$ cat config.mk
export PLATFORM = sky130hd
export DESIGN_NAME = snft_mac
export DESIGN_NICKNAME = d
export VERILOG_FILES = /design/src/design/snft_pkg.sv /design/src/design/snft_mac.sv
export SDC_FILE = /design/constraint.sdc
export NUM_CORES = 2
export LEC_CHECK = 0
export BUFFER_PORTS_ARGS = -buffer_cell sky130_fd_sc_hd__buf_4
export CORE_UTILIZATION = 30
export CTS_BUF_LIST = sky130_fd_sc_hd__clkbuf_4 sky130_fd_sc_hd__clkbuf_8
export DETAILED_ROUTE_END_ITERATION = 8
export SETUP_SLACK_MARGIN = 0.15
export SYNTH_ARGS = -nofsm -noshare
export SYNTH_HDL_FRONTEND = slang
export SYNTH_SLANG_ARGS = --single-unit
$ cat constraint.sdc
create_clock -name clk -period 7.35 [get_ports clk]
set_input_delay 1.47 -clock clk [delete_from_list [all_inputs] [get_ports clk]]
set_output_delay 1.47 -clock clk [all_outputs]
set_load 0.05 [all_outputs]
$ cat src/design/snft_pkg.sv
// Shared types, constants and the exp table for the spectral noise floor tracker.
// No dependencies; imported by every other file in this folder.
package snft_pkg;

    localparam int MAX_BINS       = 1024;
    localparam int EXP_TABLE_SIZE = 256;
    localparam int BIN_W          = $clog2(MAX_BINS);
    localparam int CNT_W          = BIN_W + 1;
    localparam int EXP_W          = $clog2(EXP_TABLE_SIZE);
    localparam int DIV_Q_W        = 32;

    localparam logic [39:0] PMASK     = 40'hFF_FFFF_FFFF;
    localparam logic [16:0] ONE       = 17'd65536;
    localparam logic [31:0] RATIO_MAX = 32'hFFFF_FFFF;
    localparam logic [10:0] BINS_RESET = 11'd1024;
    localparam logic [15:0] WIN_RESET  = 16'd47;
    localparam logic [15:0] WIN_MIN    = 16'd10;

    localparam logic [16:0] C_SMOOTH = 17'd62259;
    localparam logic [16:0] C_995    = 17'd65208;
    localparam logic [16:0] C_92     = 17'd60293;
    localparam logic [16:0] C_102    = 17'd66847;
    localparam logic [16:0] C_147    = 17'd96338;
    localparam logic [16:0] C_85     = 17'd55706;
    localparam logic [16:0] C_14     = 17'd9175;
    localparam logic [16:0] C_82     = 17'd53740;
    localparam logic [16:0] C_16     = 17'd10486;
    localparam logic [31:0] T_3      = 32'd196608;
    localparam logic [31:0] T_46     = 32'd301466;
    localparam logic [31:0] M_15     = 32'd98304;
    localparam logic [31:0] M_167    = 32'd109445;
    localparam logic [31:0] S_IMCRA  = 32'd192021;
    localparam logic [21:0] W_SPP    = 22'd63527;
    localparam logic [21:0] L_SPP    = 22'd2137968;
    localparam logic [16:0] C_PRES   = 17'd58982;
    localparam logic [16:0] C_STAG   = 17'd64881;
    localparam logic [16:0] C_NOISE  = 17'd52429;

    typedef enum logic [1:0] {
        MODE_STATIC,
        MODE_MCRA,
        MODE_IMCRA,
        MODE_SPP
    } mode_t;

    typedef enum logic [1:0] {
        CFG_MODE,
        CFG_BINS,
        CFG_WINDOW
    } cfg_idx_t;

    typedef enum logic [4:0] {
        ST_IDLE,
        ST_LOAD,
        ST_BL1,
        ST_BL2,
        ST_SCALE,
        ST_DIVW,
        ST_M_MIN,
        ST_M_Q,
        ST_M_Q2,
        ST_RAMP,
        ST_RAMPD,
        ST_CAP,
        ST_ALPHA,
        ST_BLA,
        ST_NFIN,
        ST_Z_SC,
        ST_Z_FIN,
        ST_P_SNR,
        ST_P_X,
        ST_P_E,
        ST_P_D,
        ST_P_SM,
        ST_P_IN,
        ST_P_OUT,
        ST_P_FIN,
        ST_WB
    } st_t;

    typedef struct packed {
        logic        op;
        logic [39:0] power;
    } item_t;

    typedef struct packed {
        logic [39:0] noise_estimate;
        logic [16:0] speech_presence;
        logic [9:0]  bin_index;
        logic        last_bin;
    } result_t;

    typedef struct packed {
        logic [39:0] nz;
        logic [39:0] sp;
        logic [39:0] cand;
        logic [39:0] loc;
        logic [39:0] prev;
        logic [16:0] spres;
    } row_t;

    typedef struct packed {
        logic        start;
        logic [63:0] num;
        logic [39:0] den;
    } div_req_t;

    typedef struct packed {
        logic               busy;
        logic [DIV_Q_W-1:0] quo;
    } div_rsp_t;

    typedef struct packed {
        logic        en;
        logic        add;
        logic        rnd;
        logic [39:0] a;
        logic [21:0] b;
    } mac_req_t;

    typedef logic [32:0] exp_tab_t [EXP_TABLE_SIZE];

    // exp(-16k/N) in Q1.32, geometric build from a truncated Taylor ratio
    function automatic exp_tab_t build_exp();
        logic [63:0] y;
        logic [63:0] term;
        logic [63:0] r;
        logic [63:0] acc;
        logic signed [65:0] sum;
        exp_tab_t t;
        int n;
        int k;
        y = (64'd16 << 32) / 64'(EXP_TABLE_SIZE);
        term = 64'd1 << 32;
        sum = 66'sd4294967296;
        acc = 64'd1 << 32;
        for (n = 1; n <= 12; n++)
        begin
            term = ((term * y) >> 32) / 64'(n);
            if (n[0])
                sum = sum - $signed({2'b00, term});
            else
                sum = sum + $signed({2'b00, term});
        end
        if (sum < 0)
            r = 64'd0;
        else if (sum > 66'sd4294967295)
            r = 64'hFFFF_FFFF;
        else
            r = 64'(sum);
        for (k = 0; k < EXP_TABLE_SIZE; k++)
        begin
            t[k] = acc[32:0];
            acc = (acc * r + (64'd1 << 31)) >> 32;
        end
        return t;
    endfunction

    localparam exp_tab_t EXP_TAB = build_exp();

    // quotient of (num << 16) / den would not fit in 32 bits
    function automatic logic ratio_over(logic [39:0] num, logic [39:0] den);
        return {16'b0, num} >= {den, 16'b0};
    endfunction

endpackage

$ cat src/design/snft_mac.sv
// Shared multiply-accumulate unit: 40 x 22 product, optional add and half-LSB round.
// Depends on snft_pkg.
module snft_mac (
    input  logic               clk,
    input  snft_pkg::mac_req_t req,
    output logic [61:0]        acc
);
    import snft_pkg::*;

    logic [61:0] acc_reg;
    logic [61:0] prod;

    assign prod = 62'(req.a) * 62'(req.b);

    always_ff @(posedge clk)
    begin
        if (req.en)
            acc_reg <= (req.add ? acc_reg : 62'd0) + prod + (req.rnd ? 62'd32768 : 62'd0);
    end

    assign acc = acc_reg;

endmodule

==> results.json <==
{
  "cts_tree": "done",
  "r2r-start": "acc[15]",
  "critPathBufInv": 8,
  "critical_path_class": "in2reg",
  "first_pass_iters": 5,
  "regToRegSetupSlack_ns": 0.54,
  "finalCriticalPeriod_ns": 7.651,
  "synth_area_leaders": "fa_1 (51%), inv_1 (11%), ha_1 (8.0%), nand2_1 (7.4%), and2_1 (6.9%)",
  "path_delay_family": "adder cells",
  "synth_compound_area_frac": 0.04186,
  "violations": "setup timing",
  "viasPerCell": 4.620,
  "required_ns": 7.56,
  "grt_usage": 0.1928,
  "synth_cell_types": 68,
  "grt_max_degree": 63,
  "grt_pass1_wl_mm": 160.9,
  "antenna_left": 0,
  "syn_inst": 3618,
  "drv_slew": 0,
  "portBuffers": 127,
  "drt_iter0_drc": 1328,
  "hpwlAfterDp_mm": 86.25,
  "dp.cells": 5351,
  "initial_core_util": 0.3031,
  "hold_class": "reg2reg",
  "dp_slack_ns": -0.9999,
  "holdPathStages": 2,
  "dieWidth_um": 331.1,
  "n_fill_cell": 10710,
  "maxCapViolations": 0,
  "cts_root_buf": "clkbuf_8",
  "ys_seq_area_frac": 0.05730,
  "max_slew_margin": 0.3182,
  "cp-start-kind": "primary input",
  "end_kind": "flop",
  "synth_fp_nets": 4714,
  "synth_xor_xnor_area_share": 0.01617,
  "wire_per_inst_um": 18.68,
  "cp_common_cell": "fa_1",
  "tightest_slew_ns": 1.023,
  "totalWireLength_mm": 101.6,
  "fin_area_mm2": 0.04078,
  "gp_congestion": 0.9119,
  "busiest_layer": "met2",
  "rsz0062_at_grt": "yes",
  "clk_path_buf_depth": 2,
  "drive_gt1_frac": 0.2210,
  "fin_nets": 5122,
  "async_flop_share": 0,
  "grt_remaining_overflow": 0,
  "fin_worst_skew_ns": 0.01489,
  "synthesis.area_mm2": 0.03249,
  "synth_fa_ha_area_frac": 0.5863,
  "crit_path_max_incr_delay_ns": 0.53,
  "stdcell_count": 5438,
  "largest_register_ffs": 62,
  "die_height_um": 331.1,
  "mostFrequentLayoutCell": "inv_1",
  "synth_edf_count": 62,
  "reg2reg_depth": 22,
  "syn2layout_area_growth_pct": 25.51,
  "via_count": 25120,
  "crit_arrival_ns": 7.86,
  "seqCellArea_mm2": 0.001862,
  "fin_setup_tns_ns": -2.024,
  "drc": 0,
  "hold_start": "acc[0]",
  "synth_top_area_frac": 0.5058,
  "cts_buffers": 9,
  "synthSimpleGateAreaFrac": 0.1625,
  "clk_latency_ns": 0.46,
  "layout_common_cells": "inv_1 (912), fa_1 (782), nand2_1 (618)",
  "synth_top_area_cell": "fa_1",
  "gr-usage-met2": 0.3296,
  "yosys-mux-area-fraction": 0,
  "grt.met1_usage": 0.2525,
  "worst-path-stages": 25,
  "cts.sinks": 62,
  "multi_input_area_mm2": 0.02756,
  "fin_crit_sh": 1.041,
  "antenna_found_initial": 5,
  "ys.flop_type": "edfxtp_1",
  "boundaryPins": 128,
  "yosysWarningCount": 0,
  "max_clock_freq_ghz": 0.1307,
  "path_clk_slew_ns": 0.10,
  "setup_viol": 17,
  "worstSetupStartpoint": "req[15]",
  "placed_area_mm2": 0.03797,
  "hold_violations": 0,
  "syn_avg_cell_area_um2": 8.981,
  "first_global_vias": 28040,
  "synth_top_family_by_area": "adder cells",
  "htree_levels": 3,
  "status": "finished, violations left",
  "rows": 120,
  "worst_slack_ns": -0.3005,
  "cp_slowest_cell": "fa_2",
  "met3_usage": 0.02920,
  "ys_seq_elements": 62,
  "core_region_area_mm2": 0.1072,
  "worstPathMaxFanout": 21,
  "dieArea_mm2": 0.1096
}
cell type report:
class,count,share of cell area
repair buffers,601,0.1425
clock buffers,9,0.003037
multi-input cells,2403,0.6758
well taps,1403,0.04304
diodes,4,0.0002454
inverters,949,0.08734
flip-flops and latches,62,0.04565
clock inverters,7,0.002362
metrics by stage:
| step | hold WS [ns] | util |
|---|---|---|
| detailed placement | 0.6954 | 0.3542 |
| finish | 0.7100 | 0.3804 |
| global placement | 0.6857 | 0.3542 |
| CTS | 0.7221 | 0.3714 |
| global route | 0.7589 | 0.3804 |
| floorplan | 1.030 | - |
final timing paths:
path / endpoint
setup / recovery: acc[58]
setup reg to reg: acc[58]
hold / removal: acc[0]
hold reg to reg: acc[0]
Yosys cell counts, types with 6 or more instances:
cell type  instances
inv_1            949
nor2b_1            7
edfxtp_1          62
o21a_1             9
ha_1             209
a31oi_1            9
nand2b_1           6
xnor2_1           36
and2_1           359
nand2_1          640
o21bai_1           8
nand3_1           10
clkbuf_1         189
buf_6              6
nand4_1           21
o21ai_0           27
nor2_1            37
fa_1             821
a21o_1            27
xor2_1            24
a21oi_1           59
routing by layer:
metal / part of all wire / wire [µm] / up-vias
met5: 0.00040 / 41 / -
met4: 0.028 / 2858 / 6
met3: 0.063 / 6349 / 146
met2: 0.49 / 50120 / 726
met1: 0.42 / 42220 / 13050
li1: - / - / 11190
worst reg2reg max path: cells and delay by family, from the launching register on:
family / cells / cell delay, ns
AOI/OAI and AO/OA: 4 / 0.97
and+or+nand+nor: 4 / 0.73
adders and majority gates: 8 / 3.84
buffers and inverters: 5 / 0.40
xor gates and xnor gates: 1 / 0.16
DFF: 1 / 0.47
kinds of logic (layout without fill, tap and decap cells):
| group | Yosys count | in the layout |
|---|---|---|
| XOR/XNOR | 60 | 60 |
| other | 0 | 4 |
| AO/OA/AOI/OAI | 199 | 199 |
| flip-flops | 62 | 62 |
| AND/OR/NAND/NOR | 1114 | 1114 |
| adder cells (fa/ha/maj) | 1030 | 1030 |
| buffers and inverters | 1153 | 1566 |
repair_timing:
item | in CTS | in global routing
endpoints found under the setup margin | 34 | 37
resized for setup | 242 | 189
hold buffers | 0 | 0
buffers inserted | 38 | 19
pin swaps | 100 | 88
gates cloned | 8 | 2
Power is left out: the tool's default activity adds up to more than one toggle a clock period on the data nets, which glitch-free logic cannot reach.
