`config.mk`:
```
export PLATFORM = sky130hd
export DESIGN_NAME = snft_div
export DESIGN_NICKNAME = d
export VERILOG_FILES = /design/src/design/snft_pkg.sv /design/src/design/snft_div.sv
export SDC_FILE = /design/constraint.sdc
export NUM_CORES = 1
export LEC_CHECK = 0
export BUFFER_PORTS_ARGS = -buffer_cell sky130_fd_sc_hd__buf_2
export CAP_MARGIN = 40
export CORE_MARGIN = 3
export CORE_UTILIZATION = 45
export CTS_CLUSTER_SIZE = 14
export DETAILED_ROUTE_END_ITERATION = 10
export GPL_TIMING_DRIVEN = 1
export PLACE_DENSITY = 0.77
export SETUP_SLACK_MARGIN = 0.5
export SLEW_MARGIN = 20
export SYNTH_ARGS = -nofsm -noshare
export SYNTH_HDL_FRONTEND = slang
export SYNTH_SLANG_ARGS = --single-unit
```
`constraint.sdc`:
```
create_clock -name clk -period 3.6 [get_ports clk]
set_clock_uncertainty 0.05 [all_clocks]
set_input_delay 0 -clock clk [delete_from_list [all_inputs] [get_ports clk]]
set_output_delay 0 -clock clk [all_outputs]
set_load 0.02 [all_outputs]
```
`src/design/snft_pkg.sv`:
```
// Shared types, constants and the exp table for the spectral noise floor tracker.
// No dependencies; imported by every other file in this folder.
package snft_pkg;

    localparam int MAX_BINS       = 1024;
    localparam int EXP_TABLE_SIZE = 256;
    localparam int BIN_W          = $clog2(MAX_BINS);
    localparam int CNT_W          = BIN_W + 1;
    localparam int EXP_W          = $clog2(EXP_TABLE_SIZE);
    localparam int DIV_Q_W        = 32;

    localparam logic [39:0] PMASK     = 40'hFF_FFFF_FFFF;
    localparam logic [16:0] ONE       = 17'd65536;
    localparam logic [31:0] RATIO_MAX = 32'hFFFF_FFFF;
    localparam logic [10:0] BINS_RESET = 11'd1024;
    localparam logic [15:0] WIN_RESET  = 16'd47;
    localparam logic [15:0] WIN_MIN    = 16'd10;

    localparam logic [16:0] C_SMOOTH = 17'd62259;
    localparam logic [16:0] C_995    = 17'd65208;
    localparam logic [16:0] C_92     = 17'd60293;
    localparam logic [16:0] C_102    = 17'd66847;
    localparam logic [16:0] C_147    = 17'd96338;
    localparam logic [16:0] C_85     = 17'd55706;
    localparam logic [16:0] C_14     = 17'd9175;
    localparam logic [16:0] C_82     = 17'd53740;
    localparam logic [16:0] C_16     = 17'd10486;
    localparam logic [31:0] T_3      = 32'd196608;
    localparam logic [31:0] T_46     = 32'd301466;
    localparam logic [31:0] M_15     = 32'd98304;
    localparam logic [31:0] M_167    = 32'd109445;
    localparam logic [31:0] S_IMCRA  = 32'd192021;
    localparam logic [21:0] W_SPP    = 22'd63527;
    localparam logic [21:0] L_SPP    = 22'd2137968;
    localparam logic [16:0] C_PRES   = 17'd58982;
    localparam logic [16:0] C_STAG   = 17'd64881;
    localparam logic [16:0] C_NOISE  = 17'd52429;

    typedef enum logic [1:0] {
        MODE_STATIC,
        MODE_MCRA,
        MODE_IMCRA,
        MODE_SPP
    } mode_t;

    typedef enum logic [1:0] {
        CFG_MODE,
        CFG_BINS,
        CFG_WINDOW
    } cfg_idx_t;

    typedef enum logic [4:0] {
        ST_IDLE,
        ST_LOAD,
        ST_BL1,
        ST_BL2,
        ST_SCALE,
        ST_DIVW,
        ST_M_MIN,
        ST_M_Q,
        ST_M_Q2,
        ST_RAMP,
        ST_RAMPD,
        ST_CAP,
        ST_ALPHA,
        ST_BLA,
        ST_NFIN,
        ST_Z_SC,
        ST_Z_FIN,
        ST_P_SNR,
        ST_P_X,
        ST_P_E,
        ST_P_D,
        ST_P_SM,
        ST_P_IN,
        ST_P_OUT,
        ST_P_FIN,
        ST_WB
    } st_t;

    typedef struct packed {
        logic        op;
        logic [39:0] power;
    } item_t;

    typedef struct packed {
        logic [39:0] noise_estimate;
        logic [16:0] speech_presence;
        logic [9:0]  bin_index;
        logic        last_bin;
    } result_t;

    typedef struct packed {
        logic [39:0] nz;
        logic [39:0] sp;
        logic [39:0] cand;
        logic [39:0] loc;
        logic [39:0] prev;
        logic [16:0] spres;
    } row_t;

    typedef struct packed {
        logic        start;
        logic [63:0] num;
        logic [39:0] den;
    } div_req_t;

    typedef struct packed {
        logic               busy;
        logic [DIV_Q_W-1:0] quo;
    } div_rsp_t;

    typedef struct packed {
        logic        en;
        logic        add;
        logic        rnd;
        logic [39:0] a;
        logic [21:0] b;
    } mac_req_t;

    typedef logic [32:0] exp_tab_t [EXP_TABLE_SIZE];

    // exp(-16k/N) in Q1.32, geometric build from a truncated Taylor ratio
    function automatic exp_tab_t build_exp();
        logic [63:0] y;
        logic [63:0] term;
        logic [63:0] r;
        logic [63:0] acc;
        logic signed [65:0] sum;
        exp_tab_t t;
        int n;
        int k;
        y = (64'd16 << 32) / 64'(EXP_TABLE_SIZE);
        term = 64'd1 << 32;
        sum = 66'sd4294967296;
        acc = 64'd1 << 32;
        for (n = 1; n <= 12; n++)
        begin
            term = ((term * y) >> 32) / 64'(n);
            if (n[0])
                sum = sum - $signed({2'b00, term});
            else
                sum = sum + $signed({2'b00, term});
        end
        if (sum < 0)
            r = 64'd0;
        else if (sum > 66'sd4294967295)
            r = 64'hFFFF_FFFF;
        else
            r = 64'(sum);
        for (k = 0; k < EXP_TABLE_SIZE; k++)
        begin
            t[k] = acc[32:0];
            acc = (acc * r + (64'd1 << 31)) >> 32;
        end
        return t;
    endfunction

    localparam exp_tab_t EXP_TAB = build_exp();

    // quotient of (num << 16) / den would not fit in 32 bits
    function automatic logic ratio_over(logic [39:0] num, logic [39:0] den);
        return {16'b0, num} >= {den, 16'b0};
    endfunction

endpackage

```
`src/design/snft_div.sv`:
```
// Restoring divider, one quotient bit per cycle, 32-bit quotient.
// Depends on snft_pkg; requires num[63:32] < den.
module snft_div (
    input  logic               clk,
    input  logic               rst_n,
    input  snft_pkg::div_req_t req,
    output snft_pkg::div_rsp_t rsp
);
    import snft_pkg::*;

    localparam int CW = $clog2(DIV_Q_W);

    logic               busy_reg;
    logic [CW-1:0]      cnt_reg;
    logic [39:0]        rem_reg;
    logic [31:0]        lo_reg;
    logic [DIV_Q_W-1:0] quo_reg;
    logic [39:0]        den_reg;
    logic [40:0]        trial;
    logic               ge;

    assign trial = {rem_reg, lo_reg[31]};
    assign ge    = trial >= {1'b0, den_reg};

    always_ff @(posedge clk or negedge rst_n)
    begin
        if (!rst_n)
        begin
            busy_reg <= 1'b0;
            cnt_reg  <= '0;
        end
        else if (req.start)
        begin
            busy_reg <= 1'b1;
            cnt_reg  <= '0;
        end
        else if (busy_reg)
        begin
            cnt_reg <= cnt_reg + CW'(1);
            if (cnt_reg == CW'(DIV_Q_W - 1))
                busy_reg <= 1'b0;
        end
    end

    always_ff @(posedge clk)
    begin
        if (req.start)
        begin
            rem_reg <= {8'b0, req.num[63:32]};
            lo_reg  <= req.num[31:0];
            den_reg <= req.den;
            quo_reg <= '0;
        end
        else if (busy_reg)
        begin
            rem_reg <= ge ? 40'(trial - {1'b0, den_reg}) : trial[39:0];
            lo_reg  <= {lo_reg[30:0], 1'b0};
            quo_reg <= {quo_reg[DIV_Q_W-2:0], ge};
        end
    end

    assign rsp.busy = busy_reg;
    assign rsp.quo  = quo_reg;

endmodule

```
==> flow_summary.ini <==
[status]
outcome = finished clean

[worst_setup_path]
crit_arrival_ns = 3.15
required_ns = 3.73
end_kind = flip-flop
start_kind = flip-flop
cp_max_fo = 8
crit_type = flip-flop to flip-flop

[floorplanning]
start_util_pct = 46.0
die_height_microns = 142
coreArea_sq_mm = 0.0181
die-width_microns = 142
die_area_sq_mm = 0.0202
io_pins = 140
fp-row-count = 49

[place]
placed_cell_area_sq_mm = 0.00924
place_inst = 1165
place_congestion = 0.915
portBuffers = 139
hpwl_microns = 14000

[drt]
routedWlPerCell_microns = 16.5
drtIter0Drc = 345
ant_nets = 0
vias = 7041
firstDrtPassIters = 7
drc = 0
vias_per_cell = 5.37
totalWireLength_microns = 21700

[timing]
holdWs_ns = 0.226
finalMaxSlewViolations = 0
timing.fmax_mhz = 331
rsz0062_at_grt = false
period_needed_ns = 3.02
setup_tns_ns = 0
fin_crit_sh_pct = 83.9
hold_viol_final = 0
setup_violations = 0
worst_pin_slew_ns = 0.831
timing.slew.headroom_pct = 44.3

[global_route]
grt_pass1_wl_microns = 34800
overflow = 0
grt_max_degree = 53
grt_pass1_vias = 7117
track_usage_pct = 21.6
antenna_found_initial = 0

[pwr]
swShare_pct = 38.1
clockPowerShare_pct = 24.7
p_int_mw = 4.57
p_seq_share_pct = 31.8
power_leakage_nw = 5.05
power_switching_mw = 2.81
p_comb_share_pct = 43.5
p_per_area_mw_per_mm2 = 666
ir_drop_mv = 0.377

[layout]
fillerInstances = 1439
layout.cells.non_filler = 1312
regArea_sq_mm = 0.00408
drive_above_1_share_pct = 23.7
area_growth_syn_to_layout_pct = 33.3
multi_input_area_sq_mm = 0.00396
fin_area_sq_mm = 0.0111
layout.nets = 1220
antenna_cells = 0

[clock_tree]
htree_levels = 4
tritoncts = done
insertion_delay_ns = 0.44
root_buffer = clkbuf_16
clkTransAtPathRegs_ns = 0.07
cts.sinks = 150
cts_made_buffers = 17
clock_path_buffers = 2

[worst_hold_path]
min_path_type = input pin to flip-flop

[yosys]
synth.area.mux_share_pct = 8.94
synth_top_family_by_area = compound AO/OA/AOI/OAI gates
ys_seq_elements = 150
synthAdderAreaFrac_pct = 6.56
synthCells = 825
synth-simple-area-share_pct = 13.1
syn-cell-area_sq_mm = 0.00832
yosysWarnings = 0
synth_edf_count = 104
async_flop_share_pct = 4.00
synthDistinctLibCells = 59
syn_nets = 975
ys_seq_area_share_pct = 49.0
synth_compound_area_share_pct = 14.3
synth_ff_type = edfxtp_1
synthXorXnorAreaFrac_pct = 3.37
syn_area_per_cell_sq_um = 10.1

[job]
drv_cap = 0
[cells in the mapped netlist, types with 5 or more instances]
cell      instances  area (sq um)
clkbuf_1         32           120
nor3_1            5          25.0
nand3_1          11          55.1
ha_1             42           526
nand2_1          85           319
a32oi_1           5          43.8
xor2_1           14           123
inv_1            58           218
dfrtp_1           6           150
edfxtp_1        104          3120
xnor2_1          18           158
mux2_2           34           383
o21ai_0          33           165
a31oi_1          32           200
a21oi_1          46           230
mux2i_1          36           360
dfxtp_1          40           801
or3_1             7          43.8
nand4_1          12          75.1
a21o_1           18           135
and3_1            6          37.5
buf_2             6          30.0
nor2_1          102           383
o21bai_1          8          60.1
nand2b_1          5          31.3
[cell type report]
class / count / area share [%]
multi-input cells: 576 / 35.8
well taps: 229 / 2.58
clock buffers: 18 / 4.06
clock inverters: 14 / 1.41
flip-flops and latches: 150 / 36.8
repair buffers: 267 / 17.5
inverters: 58 / 1.96
[through the flow]
step                      utilization (%)  worst slack, ns  power (mW)
after floorplan                         -            0.614        4.50
final                                61.3            0.581        7.38
after detailed placement             51.1            0.241        5.21
after global routing                 61.3            0.490        7.85
after CTS                            60.5            0.477        7.16
after global placement               51.1            0.349        5.15
[metal layers]
metal | up-vias | global-route usage (%) | wire (microns)
li1 | 3461 | - | -
met1 | 3316 | 26.8 | 9330
met2 | 236 | 37.2 | 10600
met3 | 28 | 5.71 | 1400
met4 | 0 | 6.26 | 333
met5 | - | 0 | 0
[worst paths after layout]
kind | slack, ns | depth (start not counted) | end | start
max | 0.58 | 11 | rem_reg[1]$_DFFE_PP_ | rem_reg[11]$_DFFE_PP_
max reg2reg | 0.58 | 11 | rem_reg[1]$_DFFE_PP_ | rem_reg[11]$_DFFE_PP_
max in group asynchronous | 2.79 | 3 | busy_reg$_DFF_PN0_ | rst_n
min | 0.23 | 2 | den_reg[26]$_DFFE_PP_ | req[26]
min in group asynchronous | 0.45 | 3 | cnt_reg[4]$_DFFE_PN0P_ | rst_n
min reg2reg | 0.45 | 2 | quo_reg[31]$_SDFFE_PP0P_ | quo_reg[31]$_SDFFE_PP0P_
[critical path: stages, from the launching register on]
cell,delay [ns]
edfxtp_1,0.44
ha_4,0.33
and4_4,0.26
nand2_2,0.07
or3_4,0.36
o211a_1,0.26
o31ai_4,0.08
a21oi_4,0.13
o21ba_4,0.27
buf_4,0.15
mux2i_1,0.10
mux2_2,0.26
[cell usage in the layout, fill, tap and decap left out, types with 4 or more instances in the layout]
cell type and count:
mux2_2 34, nand4_1 12, and3_1 5, nor2_1 102
a32oi_1 5, nor2b_1 4, nand2b_1 5, o31ai_1 4
a2bb2oi_1 4, or3_1 7, ha_1 35, inv_1 56
o21ai_0 29, edfxtp_1 104, ha_4 4, dlygate4sd3_1 107
clkinv_8 4, o21a_1 4, dfrtp_1 5, clkbuf_16 18
buf_2 138, o21bai_1 7, a21o_1 18, nand2_1 85
xnor2_1 18, nor3_1 5, xor2_1 14, dfxtp_1 40
mux2i_1 35, a21oi_1 44, o21ai_1 4, buf_4 20
a31oi_1 32, nand3_1 11
[power by group through the flow]
stage	Combinational (mW)	Clock (mW)	Sequential [mW]
2_1_floorplan	2.18	0	2.32
3_3_place_gp	2.79	0	2.36
3_5_place_dp	2.85	0	2.36
4_1_cts	2.99	1.84	2.33
5_1_grt	3.56	1.92	2.37
6_report	3.21	1.82	2.35
[repair_timing]
item                                   4_1_cts  5_1_grt
setup endpoints to repair                   38       41
buffers inserted                             0        7
pin swaps                                    1        3
gates resized for setup                      7       19
hold buffers                               107        0
gates cloned                                 0        1
endpoints found under the hold margin      135        0
[kinds of logic (layout without fill, tap and decap cells)]
group           Yosys count  in the layout
xor+xnor                 32             32
fa+ha+maj                43             43
simple gates            249            249
mux                      70             70
compound gates          181            182
flops                   150            150
buf+inv                 100            357
Note: power is estimated with default switching activity, not from simulation.
